`src/design/igr_pkg.sv`:
```
// Shared types and constants for the int8 GELU requantiser.
`timescale 1ns / 1ps
`default_nettype none

package igr_pkg;

   // Field and datapath widths
   localparam int SAMPLE_W = 8;
   localparam int X_W      = 10;   // sample plus input offset
   localparam int D_W      = 9;    // clipped polynomial argument, -128..0
   localparam int DSQ_W    = 18;   // full signed square of d
   localparam int DD_W     = 15;   // d*d, at most 16384
   localparam int DIFF_W   = 18;   // unit_value - d*d
   localparam int UL_W     = 19;   // unit_value + L
   localparam int H_W      = 18;   // (unit_value + L) >> 1
   localparam int XH_W     = X_W + H_W;
   localparam int WORD_W   = 32;
   localparam int SHIFT_W  = 5;
   localparam int ADDR_W   = 5;

   // Output clamp limits
   localparam logic signed [WORD_W-1:0]   CLAMP_LO   = -32'sd128;
   localparam logic signed [WORD_W-1:0]   CLAMP_HI   = 32'sd127;
   localparam logic signed [SAMPLE_W-1:0] SAMPLE_MIN = -8'sd128;
   localparam logic signed [SAMPLE_W-1:0] SAMPLE_MAX = 8'sd127;

   // Register map, index = paddr[4:2]
   typedef enum logic [2:0] {
      REG_ERF_OFFSET    = 3'd0,
      REG_UNIT_VALUE    = 3'd1,
      REG_IN_OFFSET     = 3'd2,
      REG_OUT_OFFSET    = 3'd3,
      REG_REQUANT_MUL   = 3'd4,
      REG_REQUANT_ADD   = 3'd5,
      REG_REQUANT_SHIFT = 3'd6
   } reg_index_type;

   typedef struct packed {
      logic signed [7:0]         erf_offset;
      logic signed [15:0]        unit_value;
      logic signed [8:0]         in_offset;
      logic signed [8:0]         out_offset;
      logic [WORD_W-1:0]         requant_mul;
      logic [WORD_W-1:0]         requant_add;
      logic [SHIFT_W-1:0]        requant_shift;
   } cfg_type;

   // Hand-over from the polynomial pipe to the requant pipe
   typedef struct packed {
      logic signed [X_W-1:0] x;
      logic signed [H_W-1:0] h;
      logic                  last;
   } gate_type;

endpackage

`default_nettype wire

```
`src/design/igr_if.sv`:
```
// Valid/ready stream interfaces for the request and response channels.
`timescale 1ns / 1ps
`default_nettype none

interface igr_req_if;
   logic              valid;
   logic              ready;
   logic signed [7:0] sample_in;
   logic              last_in;

   modport source (output valid, output sample_in, output last_in, input ready);
   modport sink   (input valid, input sample_in, input last_in, output ready);
endinterface

interface igr_rsp_if;
   logic              valid;
   logic              ready;
   logic signed [7:0] sample_out;
   logic              last_out;

   modport source (output valid, output sample_out, output last_out, input ready);
   modport sink   (input valid, input sample_out, input last_out, output ready);
endinterface

`default_nettype wire

```
`src/design/igr_csr.sv`:
```
// APB-style configuration register file for the GELU requantiser.
`timescale 1ns / 1ps
`default_nettype none

module igr_csr (
   input  wire logic                        clock,
   input  wire logic                        reset,
   input  wire logic                        psel,
   input  wire logic                        penable,
   input  wire logic                        pwrite,
   input  wire logic [igr_pkg::ADDR_W-1:0]  paddr,
   input  wire logic [31:0]                 pwdata,
   output      logic [31:0]                 prdata,
   output      logic                        pready,
   output      igr_pkg::cfg_type            cfg
);
   import igr_pkg::*;

   cfg_type       cfg_ff;
   cfg_type       cfg_in;
   logic          wr_en;
   reg_index_type idx;

   assign pready = 1'b1;
   assign wr_en  = psel & penable & pwrite;
   assign idx    = reg_index_type'(paddr[ADDR_W-1:2]);
   assign cfg    = cfg_ff;

   // Register write decode; unmapped index is ignored
   always_comb begin
      cfg_in = cfg_ff;
      if (wr_en) begin
         unique case (idx)
            REG_ERF_OFFSET:    cfg_in.erf_offset    = pwdata[7:0];
            REG_UNIT_VALUE:    cfg_in.unit_value    = pwdata[15:0];
            REG_IN_OFFSET:     cfg_in.in_offset     = pwdata[8:0];
            REG_OUT_OFFSET:    cfg_in.out_offset    = pwdata[8:0];
            REG_REQUANT_MUL:   cfg_in.requant_mul   = pwdata;
            REG_REQUANT_ADD:   cfg_in.requant_add   = pwdata;
            REG_REQUANT_SHIFT: cfg_in.requant_shift = pwdata[SHIFT_W-1:0];
            default:           cfg_in = cfg_ff;
         endcase
      end
   end

   always_ff @(posedge clock) begin
      if (reset) begin
         cfg_ff <= '{erf_offset: '0, unit_value: '0, in_offset: '0, out_offset: '0,
                     requant_mul: 32'd1, requant_add: '0, requant_shift: 5'd1};
      end else begin
         cfg_ff <= cfg_in;
      end
   end

   // Read-back, signed fields sign-extended
   always_comb begin
      unique case (idx)
         REG_ERF_OFFSET:    prdata = {{24{cfg_ff.erf_offset[7]}}, cfg_ff.erf_offset};
         REG_UNIT_VALUE:    prdata = {{16{cfg_ff.unit_value[15]}}, cfg_ff.unit_value};
         REG_IN_OFFSET:     prdata = {{23{cfg_ff.in_offset[8]}}, cfg_ff.in_offset};
         REG_OUT_OFFSET:    prdata = {{23{cfg_ff.out_offset[8]}}, cfg_ff.out_offset};
         REG_REQUANT_MUL:   prdata = cfg_ff.requant_mul;
         REG_REQUANT_ADD:   prdata = cfg_ff.requant_add;
         REG_REQUANT_SHIFT: prdata = {27'd0, cfg_ff.requant_shift};
         default:           prdata = '0;
      endcase
   end

   // Checks
   a_shift_write: assert property (@(posedge clock) disable iff (reset)
      (wr_en && idx == REG_REQUANT_SHIFT) |=> cfg_ff.requant_shift == $past(pwdata[4:0]))
      else $error("shift register did not take written value");

   a_mul_write: assert property (@(posedge clock) disable iff (reset)
      (wr_en && idx == REG_REQUANT_MUL) |=> cfg_ff.requant_mul == $past(pwdata))
      else $error("multiplier register did not take written value");

   a_no_write_hold: assert property (@(posedge clock) disable iff (reset)
      !wr_en |=> $stable(cfg_ff))
      else $error("configuration changed without a write");

endmodule

`default_nettype wire

```
`src/design/igr_erf.sv`:
```
// Four-stage pipe: input offset, erf polynomial clip, square, gate value h.
`timescale 1ns / 1ps
`default_nettype none

module igr_erf (
   input  wire logic                         clock,
   input  wire logic                         reset,
   input  wire igr_pkg::cfg_type             cfg,
   input  wire logic                         in_valid,
   output      logic                         in_ready,
   input  wire logic signed [7:0]            sample,
   input  wire logic                         last,
   output      logic                         out_valid,
   input  wire logic                         out_ready,
   output      igr_pkg::gate_type            gate
);
   import igr_pkg::*;

   localparam int STAGES = 4;

   logic [STAGES-1:0] valid_ff;
   logic [STAGES-1:0] valid_in;
   logic [STAGES-1:0] rdy;

   // Stage 0: x
   logic signed [X_W-1:0]  x0_ff, x0_in;
   logic                   last0_ff;
   // Stage 1: d and sign
   logic signed [X_W-1:0]  x1_ff;
   logic signed [D_W-1:0]  d1_ff, d1_in;
   logic                   pos1_ff, neg1_ff, last1_ff;
   // Stage 2: d*d
   logic signed [X_W-1:0]  x2_ff;
   logic [DD_W-1:0]        dd2_ff, dd2_in;
   logic                   pos2_ff, neg2_ff, last2_ff;
   // Stage 3: output
   gate_type               gate_ff, gate_in;

   // Stage-1 helpers
   logic                   pos1_in, neg1_in;
   logic [X_W-1:0]         xa;
   logic signed [X_W:0]    xa_s, nb_s, q_s, d_s, b_s;
   // Stage-2 helpers
   logic signed [DSQ_W-1:0] dsq;
   // Stage-3 helpers
   logic signed [DIFF_W-1:0] diff, poly;
   logic signed [UL_W-1:0]   ul;

   // Per-stage ready: a stage loads when empty or its successor moves
   always_comb begin
      rdy[STAGES-1] = !valid_ff[STAGES-1] || out_ready;
      for (int k = STAGES - 2; k >= 0; k--) begin
         rdy[k] = !valid_ff[k] || rdy[k+1];
      end
   end

   assign valid_in  = {valid_ff[STAGES-2:0], in_valid};
   assign in_ready  = rdy[0];
   assign out_valid = valid_ff[STAGES-1];
   assign gate      = gate_ff;

   always_ff @(posedge clock) begin
      if (reset) begin
         valid_ff <= '0;
      end else begin
         valid_ff <= (valid_ff & ~rdy) | (valid_in & rdy);
      end
   end

   // x = sample + in_offset
   assign x0_in = {{2{sample[7]}}, sample} + {cfg.in_offset[8], cfg.in_offset};

   // q = min(|x|, -b), d = q + b
   always_comb begin
      pos1_in = !x0_ff[X_W-1] && (x0_ff != '0);
      neg1_in = x0_ff[X_W-1];
      xa      = neg1_in ? -x0_ff : x0_ff;
      xa_s    = {1'b0, xa};
      b_s     = {{3{cfg.erf_offset[7]}}, cfg.erf_offset};
      nb_s    = -b_s;
      q_s     = (xa_s > nb_s) ? nb_s : xa_s;
      d_s     = q_s + b_s;
      d1_in   = d_s[D_W-1:0];
   end

   // d*d
   assign dsq    = d1_ff * d1_ff;
   assign dd2_in = dsq[DD_W-1:0];

   // L = sgn(x) * (one - d*d), h = (one + L) >> 1
   always_comb begin
      diff = {{2{cfg.unit_value[15]}}, cfg.unit_value} - {3'd0, dd2_ff};
      if (pos2_ff) begin
         poly = diff;
      end else if (neg2_ff) begin
         poly = -diff;
      end else begin
         poly = '0;
      end
      ul           = {{3{cfg.unit_value[15]}}, cfg.unit_value} + {poly[DIFF_W-1], poly};
      gate_in.x    = x2_ff;
      gate_in.h    = ul[UL_W-1:1];
      gate_in.last = last2_ff;
   end

   always_ff @(posedge clock) begin
      if (rdy[0]) begin
         x0_ff    <= x0_in;
         last0_ff <= last;
      end
      if (rdy[1]) begin
         x1_ff    <= x0_ff;
         d1_ff    <= d1_in;
         pos1_ff  <= pos1_in;
         neg1_ff  <= neg1_in;
         last1_ff <= last0_ff;
      end
      if (rdy[2]) begin
         x2_ff    <= x1_ff;
         dd2_ff   <= dd2_in;
         pos2_ff  <= pos1_ff;
         neg2_ff  <= neg1_ff;
         last2_ff <= last1_ff;
      end
      if (rdy[3]) begin
         gate_ff <= gate_in;
      end
   end

   // Checks
   a_reset_empty: assert property (@(posedge clock)
      reset |=> valid_ff == '0)
      else $error("polynomial pipe not empty after reset");

   a_accept_loads: assert property (@(posedge clock) disable iff (reset)
      (in_valid && in_ready) |=> valid_ff[0])
      else $error("accepted beat did not enter first stage");

   a_out_hold: assert property (@(posedge clock) disable iff (reset)
      (out_valid && !out_ready) |=> out_valid && $stable(gate_ff))
      else $error("stalled gate beat was lost or changed");

endmodule

`default_nettype wire

```
`src/design/igr_rq.sv`:
```
// Five-stage requant pipe: x*h, *mul, +add, rounding shift, offset and clamp.
`timescale 1ns / 1ps
`default_nettype none

module igr_rq (
   input  wire logic                         clock,
   input  wire logic                         reset,
   input  wire igr_pkg::cfg_type             cfg,
   input  wire logic                         in_valid,
   output      logic                         in_ready,
   input  wire igr_pkg::gate_type            gate,
   output      logic                         out_valid,
   input  wire logic                         out_ready,
   output      logic signed [7:0]            sample_out,
   output      logic                         last_out
);
   import igr_pkg::*;

   localparam int STAGES = 5;

   logic [STAGES-1:0] valid_ff;
   logic [STAGES-1:0] valid_in;
   logic [STAGES-1:0] rdy;

   logic [WORD_W-1:0]       y0_ff, y0_in;
   logic [WORD_W-1:0]       p1_ff, p1_in;
   logic [WORD_W-1:0]       t2_ff, t2_in;
   logic [WORD_W-1:0]       u3_ff, u3_in;
   logic signed [SAMPLE_W-1:0] s4_ff, s4_in;
   logic                    last0_ff, last1_ff, last2_ff, last3_ff, last4_ff;

   logic signed [XH_W-1:0]  xh;
   logic [WORD_W-1:0]       rnd, rsum;
   logic signed [WORD_W-1:0] v;

   // Per-stage ready: a stage loads when empty or its successor moves
   always_comb begin
      rdy[STAGES-1] = !valid_ff[STAGES-1] || out_ready;
      for (int k = STAGES - 2; k >= 0; k--) begin
         rdy[k] = !valid_ff[k] || rdy[k+1];
      end
   end

   assign valid_in   = {valid_ff[STAGES-2:0], in_valid};
   assign in_ready   = rdy[0];
   assign out_valid  = valid_ff[STAGES-1];
   assign sample_out = s4_ff;
   assign last_out   = last4_ff;

   always_ff @(posedge clock) begin
      if (reset) begin
         valid_ff <= '0;
      end else begin
         valid_ff <= (valid_ff & ~rdy) | (valid_in & rdy);
      end
   end

   // y = x * h, fits 28 bits
   assign xh    = $signed(gate.x) * $signed(gate.h);
   assign y0_in = {{(WORD_W - XH_W){xh[XH_W-1]}}, xh};

   // Low word of y * mul, then bias; both wrap
   assign p1_in = y0_ff * cfg.requant_mul;
   assign t2_in = p1_ff + cfg.requant_add;

   // Rounding arithmetic shift; a zero shift adds nothing
   always_comb begin
      rnd   = (cfg.requant_shift == '0) ? '0
              : (32'd1 << (cfg.requant_shift - 5'd1));
      rsum  = t2_ff + rnd;
      u3_in = WORD_W'($signed(rsum) >>> cfg.requant_shift);
   end

   // Output offset and saturation to signed 8 bits
   always_comb begin
      v = $signed(u3_ff + {{23{cfg.out_offset[8]}}, cfg.out_offset});
      priority if (v < CLAMP_LO) begin
         s4_in = SAMPLE_MIN;
      end else if (v > CLAMP_HI) begin
         s4_in = SAMPLE_MAX;
      end else begin
         s4_in = v[SAMPLE_W-1:0];
      end
   end

   always_ff @(posedge clock) begin
      if (rdy[0]) begin
         y0_ff    <= y0_in;
         last0_ff <= gate.last;
      end
      if (rdy[1]) begin
         p1_ff    <= p1_in;
         last1_ff <= last0_ff;
      end
      if (rdy[2]) begin
         t2_ff    <= t2_in;
         last2_ff <= last1_ff;
      end
      if (rdy[3]) begin
         u3_ff    <= u3_in;
         last3_ff <= last2_ff;
      end
      if (rdy[4]) begin
         s4_ff    <= s4_in;
         last4_ff <= last3_ff;
      end
   end

   // Checks
   a_reset_empty: assert property (@(posedge clock)
      reset |=> valid_ff == '0)
      else $error("requant pipe not empty after reset");

   a_stage_hold: assert property (@(posedge clock) disable iff (reset)
      (valid_ff[2] && !rdy[3]) |=> valid_ff[2] && $stable(t2_ff))
      else $error("stalled middle stage dropped its beat");

   a_count: assert property (@(posedge clock) disable iff (reset)
      (!(in_valid && in_ready) && !(out_valid && out_ready))
      |=> $countones(valid_ff) == $past($countones(valid_ff)))
      else $error("beat count changed without a handshake");

endmodule

`default_nettype wire

```
`src/design/int8_gelu_requant.sv`:
```
// Top level of the integer-only GELU with int8 requantisation.
// int8_gelu_requant takes one signed 8-bit activation per beat and returns one
// signed 8-bit GELU result per beat, with the last flag carried alongside. It
// accepts a new beat every clock cycle while the response channel is not
// stalled; each beat passes four stages for the erf polynomial (offset, clip,
// square, gate) and five for requantisation (x*h, the 32x32 multiply, bias,
// rounding shift, offset and clamp), the multiply setting the stage depth.
// Every stage holds its beat while the one after it is full, so back-pressure
// on the response channel loses nothing and bubbles close up. Registers sit on
// an APB-style port at byte addresses 4*i and must only be written while the
// pipe is empty.
`timescale 1ns / 1ps
`default_nettype none

module int8_gelu_requant (
   input  wire logic                        clock,
   input  wire logic                        reset,
   igr_req_if.sink                          req_if,
   igr_rsp_if.source                        rsp_if,
   input  wire logic                        psel,
   input  wire logic                        penable,
   input  wire logic                        pwrite,
   input  wire logic [igr_pkg::ADDR_W-1:0]  paddr,
   input  wire logic [31:0]                 pwdata,
   output      logic [31:0]                 prdata,
   output      logic                        pready
);
   import igr_pkg::*;

   cfg_type  cfg;
   gate_type gate;
   logic     gate_valid;
   logic     gate_ready;

   // Configuration registers
   igr_csr u_csr (
      .clock   (clock),
      .reset   (reset),
      .psel    (psel),
      .penable (penable),
      .pwrite  (pwrite),
      .paddr   (paddr),
      .pwdata  (pwdata),
      .prdata  (prdata),
      .pready  (pready),
      .cfg     (cfg)
   );

   // erf polynomial pipe
   igr_erf u_erf (
      .clock     (clock),
      .reset     (reset),
      .cfg       (cfg),
      .in_valid  (req_if.valid),
      .in_ready  (req_if.ready),
      .sample    (req_if.sample_in),
      .last      (req_if.last_in),
      .out_valid (gate_valid),
      .out_ready (gate_ready),
      .gate      (gate)
   );

   // Requantisation pipe, last stage is the response register
   igr_rq u_rq (
      .clock      (clock),
      .reset      (reset),
      .cfg        (cfg),
      .in_valid   (gate_valid),
      .in_ready   (gate_ready),
      .gate       (gate),
      .out_valid  (rsp_if.valid),
      .out_ready  (rsp_if.ready),
      .sample_out (rsp_if.sample_out),
      .last_out   (rsp_if.last_out)
   );

endmodule

`default_nettype wire
```
`src/flat_wrapper.sv`:
```
// flat-port wrapper written by rule: the top's interface ports become plain ports
module int8_gelu_requant_flat import igr_pkg::*;
  (clock, reset, psel, penable, pwrite, paddr, pwdata, prdata, pready, req_if_valid, req_if_sample_in, req_if_last_in, req_if_ready, rsp_if_valid, rsp_if_sample_out, rsp_if_last_out, rsp_if_ready);
  igr_req_if req_if_i ();
  igr_rsp_if rsp_if_i ();
  input  wire logic clock;
  input  wire logic reset;
  input  wire logic psel;
  input  wire logic penable;
  input  wire logic pwrite;
  input  wire logic [igr_pkg::ADDR_W-1:0] paddr;
  input  wire logic [31:0] pwdata;
  output      logic [31:0] prdata;
  output      logic pready;
  input wire logic [$bits(req_if_i.valid)-1:0] req_if_valid;
  input wire logic [$bits(req_if_i.sample_in)-1:0] req_if_sample_in;
  input wire logic [$bits(req_if_i.last_in)-1:0] req_if_last_in;
  output wire logic [$bits(req_if_i.ready)-1:0] req_if_ready;
  output wire logic [$bits(rsp_if_i.valid)-1:0] rsp_if_valid;
  output wire logic [$bits(rsp_if_i.sample_out)-1:0] rsp_if_sample_out;
  output wire logic [$bits(rsp_if_i.last_out)-1:0] rsp_if_last_out;
  input wire logic [$bits(rsp_if_i.ready)-1:0] rsp_if_ready;
  assign req_if_i.valid = req_if_valid;
  assign req_if_i.sample_in = req_if_sample_in;
  assign req_if_i.last_in = req_if_last_in;
  assign req_if_ready = req_if_i.ready;
  assign rsp_if_valid = rsp_if_i.valid;
  assign rsp_if_sample_out = rsp_if_i.sample_out;
  assign rsp_if_last_out = rsp_if_i.last_out;
  assign rsp_if_i.ready = rsp_if_ready;
  int8_gelu_requant u_core (.clock(clock), .reset(reset), .req_if(req_if_i), .rsp_if(rsp_if_i), .psel(psel), .penable(penable), .pwrite(pwrite), .paddr(paddr), .pwdata(pwdata), .prdata(prdata), .pready(pready));
endmodule
```
`config.mk`:
```
export PLATFORM = sky130hd
export DESIGN_NAME = int8_gelu_requant_flat
export DESIGN_NICKNAME = d
export VERILOG_FILES = /design/src/design/igr_pkg.sv /design/src/design/igr_if.sv /design/src/design/igr_csr.sv /design/src/design/igr_erf.sv /design/src/design/igr_rq.sv /design/src/design/int8_gelu_requant.sv /design/src/flat_wrapper.sv
export SDC_FILE = /design/constraint.sdc
export NUM_CORES = 2
export LEC_CHECK = 0
export BUFFER_PORTS_ARGS = -buffer_cell sky130_fd_sc_hd__buf_2
export CAP_MARGIN = 20
export CELL_PAD_IN_SITES_DETAIL_PLACEMENT = 1
export CELL_PAD_IN_SITES_GLOBAL_PLACEMENT = 1
export CORE_MARGIN = 2
export CORE_UTILIZATION = 40
export DETAILED_ROUTE_END_ITERATION = 6
export GPL_ROUTABILITY_DRIVEN = 0
export PLACE_DENSITY = 0.74
export SLEW_MARGIN = 20
export SYNTH_ARGS = -nofsm -noshare
export SYNTH_HDL_FRONTEND = slang
export SYNTH_HIERARCHICAL = 1
export SYNTH_SLANG_ARGS = --single-unit
```
`constraint.sdc`:
```
create_clock -name clock -period 6.9 [get_ports clock]
set_clock_uncertainty 0.2 [all_clocks]
set_input_delay 1.38 -clock clock [delete_from_list [all_inputs] [get_ports clock]]
set_output_delay 1.38 -clock clock [all_outputs]
set_load 0.02 [all_outputs]
```
Yosys cells after proc, flatten, opt, wreduce, memory -nomap -nowiden
Cells that the tools add are included.
{"block": "classes", "addsub": 11, "mul": 3, "div": 0, "magnitude_cmp": 3, "n_eq_ne": 6, "shift": 2, "mux": 7, "bitwise_logic": 10, "reduce_logical": 30}
{"operator": "$pmux 32 s7", "count": 1}
{"operator": "$add 32x32->32", "count": 3}
{"operator": "$mux 18", "count": 2}
{"operator": "$gt 32x8->1 const B", "count": 1}
{"operator": "$lt 32x8->1 const B", "count": 1}
{"operator": "$mul 28x32->32", "count": 1}
{"operator": "$mux 32", "count": 1}
{"operator": "$shl 1x5->32 const A", "count": 1}
{"operator": "$sshr 32x5->32", "count": 1}
{"operator": "$mul 10x18->28", "count": 1}
{"operator": "$add 16x18->19", "count": 1}
{"operator": "$neg 17->18", "count": 1}
{"operator": "$sub 16x16->17", "count": 1}
{"operator": "$mul 9x9->15", "count": 1}
{"operator": "$reduce_and 2->1", "count": 7}
{"operator": "$gt 11x11->1", "count": 1}
{"operator": "$neg 8->11", "count": 1}
{"operator": "$add 8x9->10", "count": 1}
{"operator": "$and 5x5->5", "count": 2}
{"operator": "$logic_not 1->1", "count": 10}
{"operator": "$mux 10", "count": 1}
{"operator": "$neg 10->10", "count": 1}
{"operator": "$reduce_bool 10->1", "count": 1}
{"operator": "$add 9x8->9", "count": 1}
{"operator": "16 further kinds", "count": 29}
{"block": "word_totals", "reg_bits": 347, "latch_bits": 0, "mem_bits_rw": 0, "romBits": 0, "inputBits": 53, "output_inout_bits": 44, "wordCells": 106, "mem_count": 0}

Longest topological paths before layout
{"block": "logic_depth", "ltp_word": 13, "depth_mapped": 29, "mapped_depth_nobuf": 27}

Hierarchy
The synthesis kept the hierarchy.
{"module": "igr_rq", "instances": 1, "cells_each": 3714, "area_per_inst_um2": 33951.3}
{"module": "igr_erf", "instances": 1, "cells_each": 863, "area_per_inst_um2": 8627.0}
{"module": "igr_csr", "instances": 1, "cells_each": 547, "area_per_inst_um2": 5544.1}

Least setup slack after synthesis
Ideal clock, no wire load.
{"block": "synth_timing", "path_kind": "register to register", "startpoint": "register u_core.u_rq.y0_ff[4]", "endpoint": "register u_core.u_rq.p1_ff[31] (data pin)", "setup_time_ns": 0.268, "t_arrival_ns": 7.074, "t_required_ns": 6.432, "path_slack_ns": -0.641, "path_stages_with_launch": 28, "n_path_buf": 2, "period_less_slack_ns": 7.541, "path_cell_list": "edfxtp_1 > clkbuf_1 > clkbuf_1 > nand2_1 > fa_1 > inv_1 > fa_1 > fa_1 > inv_1 > fa_1 > inv_1 > fa_1 > inv_1 > fa_1 > inv_1 > fa_1 > ha_1 > ha_1 > a21oi_1 > nor3b_1 > a21bo_2 > a21oi_1 > o21ai_0 > a31oi_1 > o21bai_1 > a2111oi_0 > o41ai_1 > xnor2_1"}
{"block": "synth_between", "elab_chain_cells": 1}
{"element": "from (decl)", "line": "igr_rq.sv:25", "text": "logic [WORD_W-1:0] y0_ff, y0_in;"}
{"element": "from (signal assigned)", "line": "igr_rq.sv:88", "text": "y0_ff <= y0_in;"}
{"element": "$mul 28x32->32", "line": "igr_rq.sv:63", "text": "assign p1_in = y0_ff * cfg.requant_mul;"}
{"element": "net u_core.u_rq.p1_in[31]", "line": "igr_rq.sv:26", "text": "logic [WORD_W-1:0] p1_ff, p1_in;"}
{"element": "to (signal assigned)", "line": "igr_rq.sv:92", "text": "p1_ff <= p1_in;"}
{"element": "to (decl)", "line": "igr_rq.sv:26"}
The timed path passes the listed nets, and every way through them passes these cells.
A chain may end at the register's enable or synchronous reset.

Worst setup path after layout
{"block": "layout_timing", "startpoint": "register u_core.u_rq.y0_ff[3]", "endpoint": "register u_core.u_rq.p1_ff[31] (data pin)"}
The elaborated chain is that of the path after synthesis.

==> results.py <==
metrics = {
    "cts": {
        "cts_buffers": 43,
        "cts_tree": "built",
        "path_clk_slew_ps": 60,
        "root_buffer": "clkbuf_16",
        "cts_hold_buf": 0,
        "clockBufferDepth": 3,
        "cts.sinks": 344,
        "clock_latency_ps": 620,
        "htree_levels": 2,
    },
    "detailed_routing": {
        "vias": 37700,
        "wl_per_cell_um": 21.1,
        "vias_per_cell": 5.44,
        "dr.pass1.iters": 5,
        "drt-initial-drc-count": 2115,
        "ant_nets": 0,
        "wirelength_um": 146000,
        "remaining_drc_errors": 0,
    },
    "synth": {
        "syn_inst": 5124,
        "seq_area_frac_synth": 0.190,
        "ys.flop_type": "edfxtp_1",
        "async_reset_ff_frac": 0,
        "ys_types": 109,
        "yosysWarnings": 6,
        "synth_edf_count": 224,
        "synth.largest_area_cell": "fa_1",
        "synth_area_leaders": "fa_1, edfxtp_1, ha_1",
        "synth_top_area_frac": 0.257,
        "syn_area_per_cell_um2": 9.39,
        "synth_area_um2": 48100,
        "synth_seq_cells": 344,
        "syn-num-nets": 6185,
    },
    "place": {
        "placed_cell_area_um2": 51500,
        "dp.cells": 6831,
        "dp_hpwl_um": 119000,
        "pre_cts_ws_ps": -754,
        "io_buffers": 93,
    },
    "global_route": {
        "grt_pass1_wl_um": 231000,
        "antenna_found_initial": 2,
        "grt_pass1_vias": 41400,
        "grt_overflow": 0,
        "grt.total_usage": 0.239,
        "grt_max_degree": 91,
    },
    "setup_path": {
        "cp_top_family": "adder cells",
        "cp.arrival_ps": 7530,
        "crit_path_max_fanout": 6,
        "endpoint_kind": "flip-flop",
        "path_buf_inv": 3,
        "cp-start-kind": "flip-flop",
        "crit_required_ps": 7030,
        "path_cells": "buf_6, and2_1, fa_1, fa_2, fa_1, inv_1, fa_1, inv_1, fa_1, fa_1, fa_1, ha_4, ha_4, a21o_1, a21o_1, a21oi_2, nor3b_4, o21ai_2, a31oi_2, o21bai_2, a2111oi_4, o41ai_2, xnor2_1",
        "crit_path_max_incr_delay_ps": 600,
        "path_class": "reg2reg",
        "cp_common_cell": "fa_1",
        "cpMaxStageDelayCell": "fa_1",
    },
    "cells_and_area": {
        "layout-area-overhead-vs-synth_pct": 11.2,
        "nNetsFinal": 6344,
        "drive_gt1_frac": 0.109,
        "layout_common_cells": "inv_1, fa_1, nand2_1",
        "fin_area_um2": 53500,
        "final_common_cell": "inv_1",
        "fillers": 13700,
        "instances_no_fill": 6930,
    },
    "sta": {
        "finalWorstSetupSlack_ps": -498,
        "hold_viol": 0,
        "slew_viol_final": 0,
        "min_period_ps": 7400,
        "maxSlewHeadroom": 0.250,
        "fin_crit_sh": 1.07,
        "finalSetupViolCount": 8,
        "max_clock_freq_mhz": 135,
        "tns_ps": -2230,
        "tightest_slew_ps": 1120,
        "rsz0062_at_grt": "yes",
    },
    "die": {
        "ioPinCount": 97,
        "die-area_um2": 123000,
        "core_um2": 120000,
        "rows": 127,
        "initial_core_util": 0.402,
        "die_w_um": 351,
        "die_y_um": 351,
    },
    "pwr": {
        "vdd_drop_max_mv": 0.880,
        "finalPower_mw": 22.6,
        "p_leak_nw": 25.3,
        "power_density_nw_per_um2": 422,
    },
    "run": {
        "drv_cap": 0,
    },
    "outcome": {
        "status": "finished with violations",
        "failed_checks": "setup timing",
    },
    "min_path": {
        "timing.hold.worst.class": "reg2reg",
    },
}
## per-layer routing
metal / vias up / GRT usage / wire [um]
li1: 17200 / - / -
met1: 19500 / 0.313 / 64600
met2: 743 / 0.414 / 71400
met3: 217 / 0.0309 / 6340
met4: 2 / 0.0663 / 4030
met5: - / 0 / 9
## timing repair
| item | 4_1_cts | 5_1_grt |
|---|---|---|
| endpoints found under the setup margin | 8 | 12 |
| pin swaps | 19 | 29 |
| gates resized for setup | 32 | 45 |
| cloned | 1 | 0 |
| setup buffers | 9 | 13 |
## per-stage QoR
stage | hold WS (ps) | util
after floorplan | 200 | -
after global placement | 201 | 0.431
after detailed placement | 206 | 0.431
after CTS | 213 | 0.445
after global routing | 216 | 0.447
final | 215 | 0.447
## power by group
group,internal [mW],switching [mW]
combinational,6.93,9.37
clock,1.37,0.998
sequential,3.40,0.490
total,11.7,10.9
## synthesized netlist by cell type (all sizes together), types with 80 or more instances
master / count
a21o: 80
nand2b: 196
ha: 391
mux2i: 188
fa: 617
nor2: 187
xnor2: 173
dfxtp: 120
edfxtp: 224
and2: 395
a21oi: 191
clkbuf: 197
nand2: 511
inv: 705
o21ai: 147
## layout make-up
class | count | area (um2) | share of cell area
diodes | 1 | 2.50 | 0.0000467
clock buffers | 63 | 1310 | 0.0244
clock inverters | 16 | 169 | 0.00316
inverters | 708 | 2660 | 0.0496
multi-input cells | 3837 | 35700 | 0.667
flip-flops and latches | 344 | 9130 | 0.171
well taps | 1612 | 2020 | 0.0377
repair buffers | 349 | 2540 | 0.0475
## worst paths after layout
check | from | end | slack, ps | cells past startpoint
min reg2reg | u_core/u_erf/x1_ff[6] | u_core/u_erf/x2_ff[6] | 220 | 0
max reg2reg | u_core/u_rq/y0_ff[3] | u_core/u_rq/p1_ff[31] | -500 | 23
max | u_core/u_rq/y0_ff[3] | u_core/u_rq/p1_ff[31] | -500 | 23
min | u_core/u_erf/x1_ff[6] | u_core/u_erf/x2_ff[6] | 220 | 0
## registers in the layout, indices dropped and copies added, names as in the netlist
name                    cells
u_core/u_erf/last0_ff       1
u_core/u_erf/x2_ff         10
u_core/u_rq/p1_ff          32
u_core/u_erf/x1_ff         10
u_core/u_csr/cfg          111
u_core/u_erf/pos1_ff        1
u_core/u_rq/last1_ff        1
u_core/u_rq/y0_ff          28
u_core/u_rq/last2_ff        1
u_core/u_rq/last_out        1
u_core/u_erf/last1_ff       1
u_core/u_rq/last3_ff        1
u_core/u_erf/d1_ff          9
u_core/u_erf/last2_ff       1
u_core/u_rq/last0_ff        1
u_core/u_erf/dd2_ff        14
u_core/u_erf/x0_ff         10
u_core/u_erf/pos2_ff        1
u_core/u_rq/t2_ff          32
u_core/u_rq/sample_out      8
u_core/u_rq/u3_ff          32
u_core/u_rq/valid_ff        5
u_core/u_erf/valid_ff       4
u_core/u_erf/gate          29
## cells by family (layout without fill, tap and decap cells)
| logic type | count (synthesis) | in the layout | share of synthesized area |
|---|---|---|---|
| xor+xnor | 239 | 239 | 0.0435 |
| compound gates | 762 | 762 | 0.109 |
| flops | 344 | 344 | 0.190 |
| buf+inv | 943 | 1136 | 0.0764 |
| simple gates | 1600 | 1600 | 0.172 |
| mux | 227 | 227 | 0.0514 |
| fa+ha+maj | 1008 | 1008 | 0.358 |
| other cells | 1 | 2 | 0.0000779 |
Note: power is estimated with default switching activity, not from simulation.
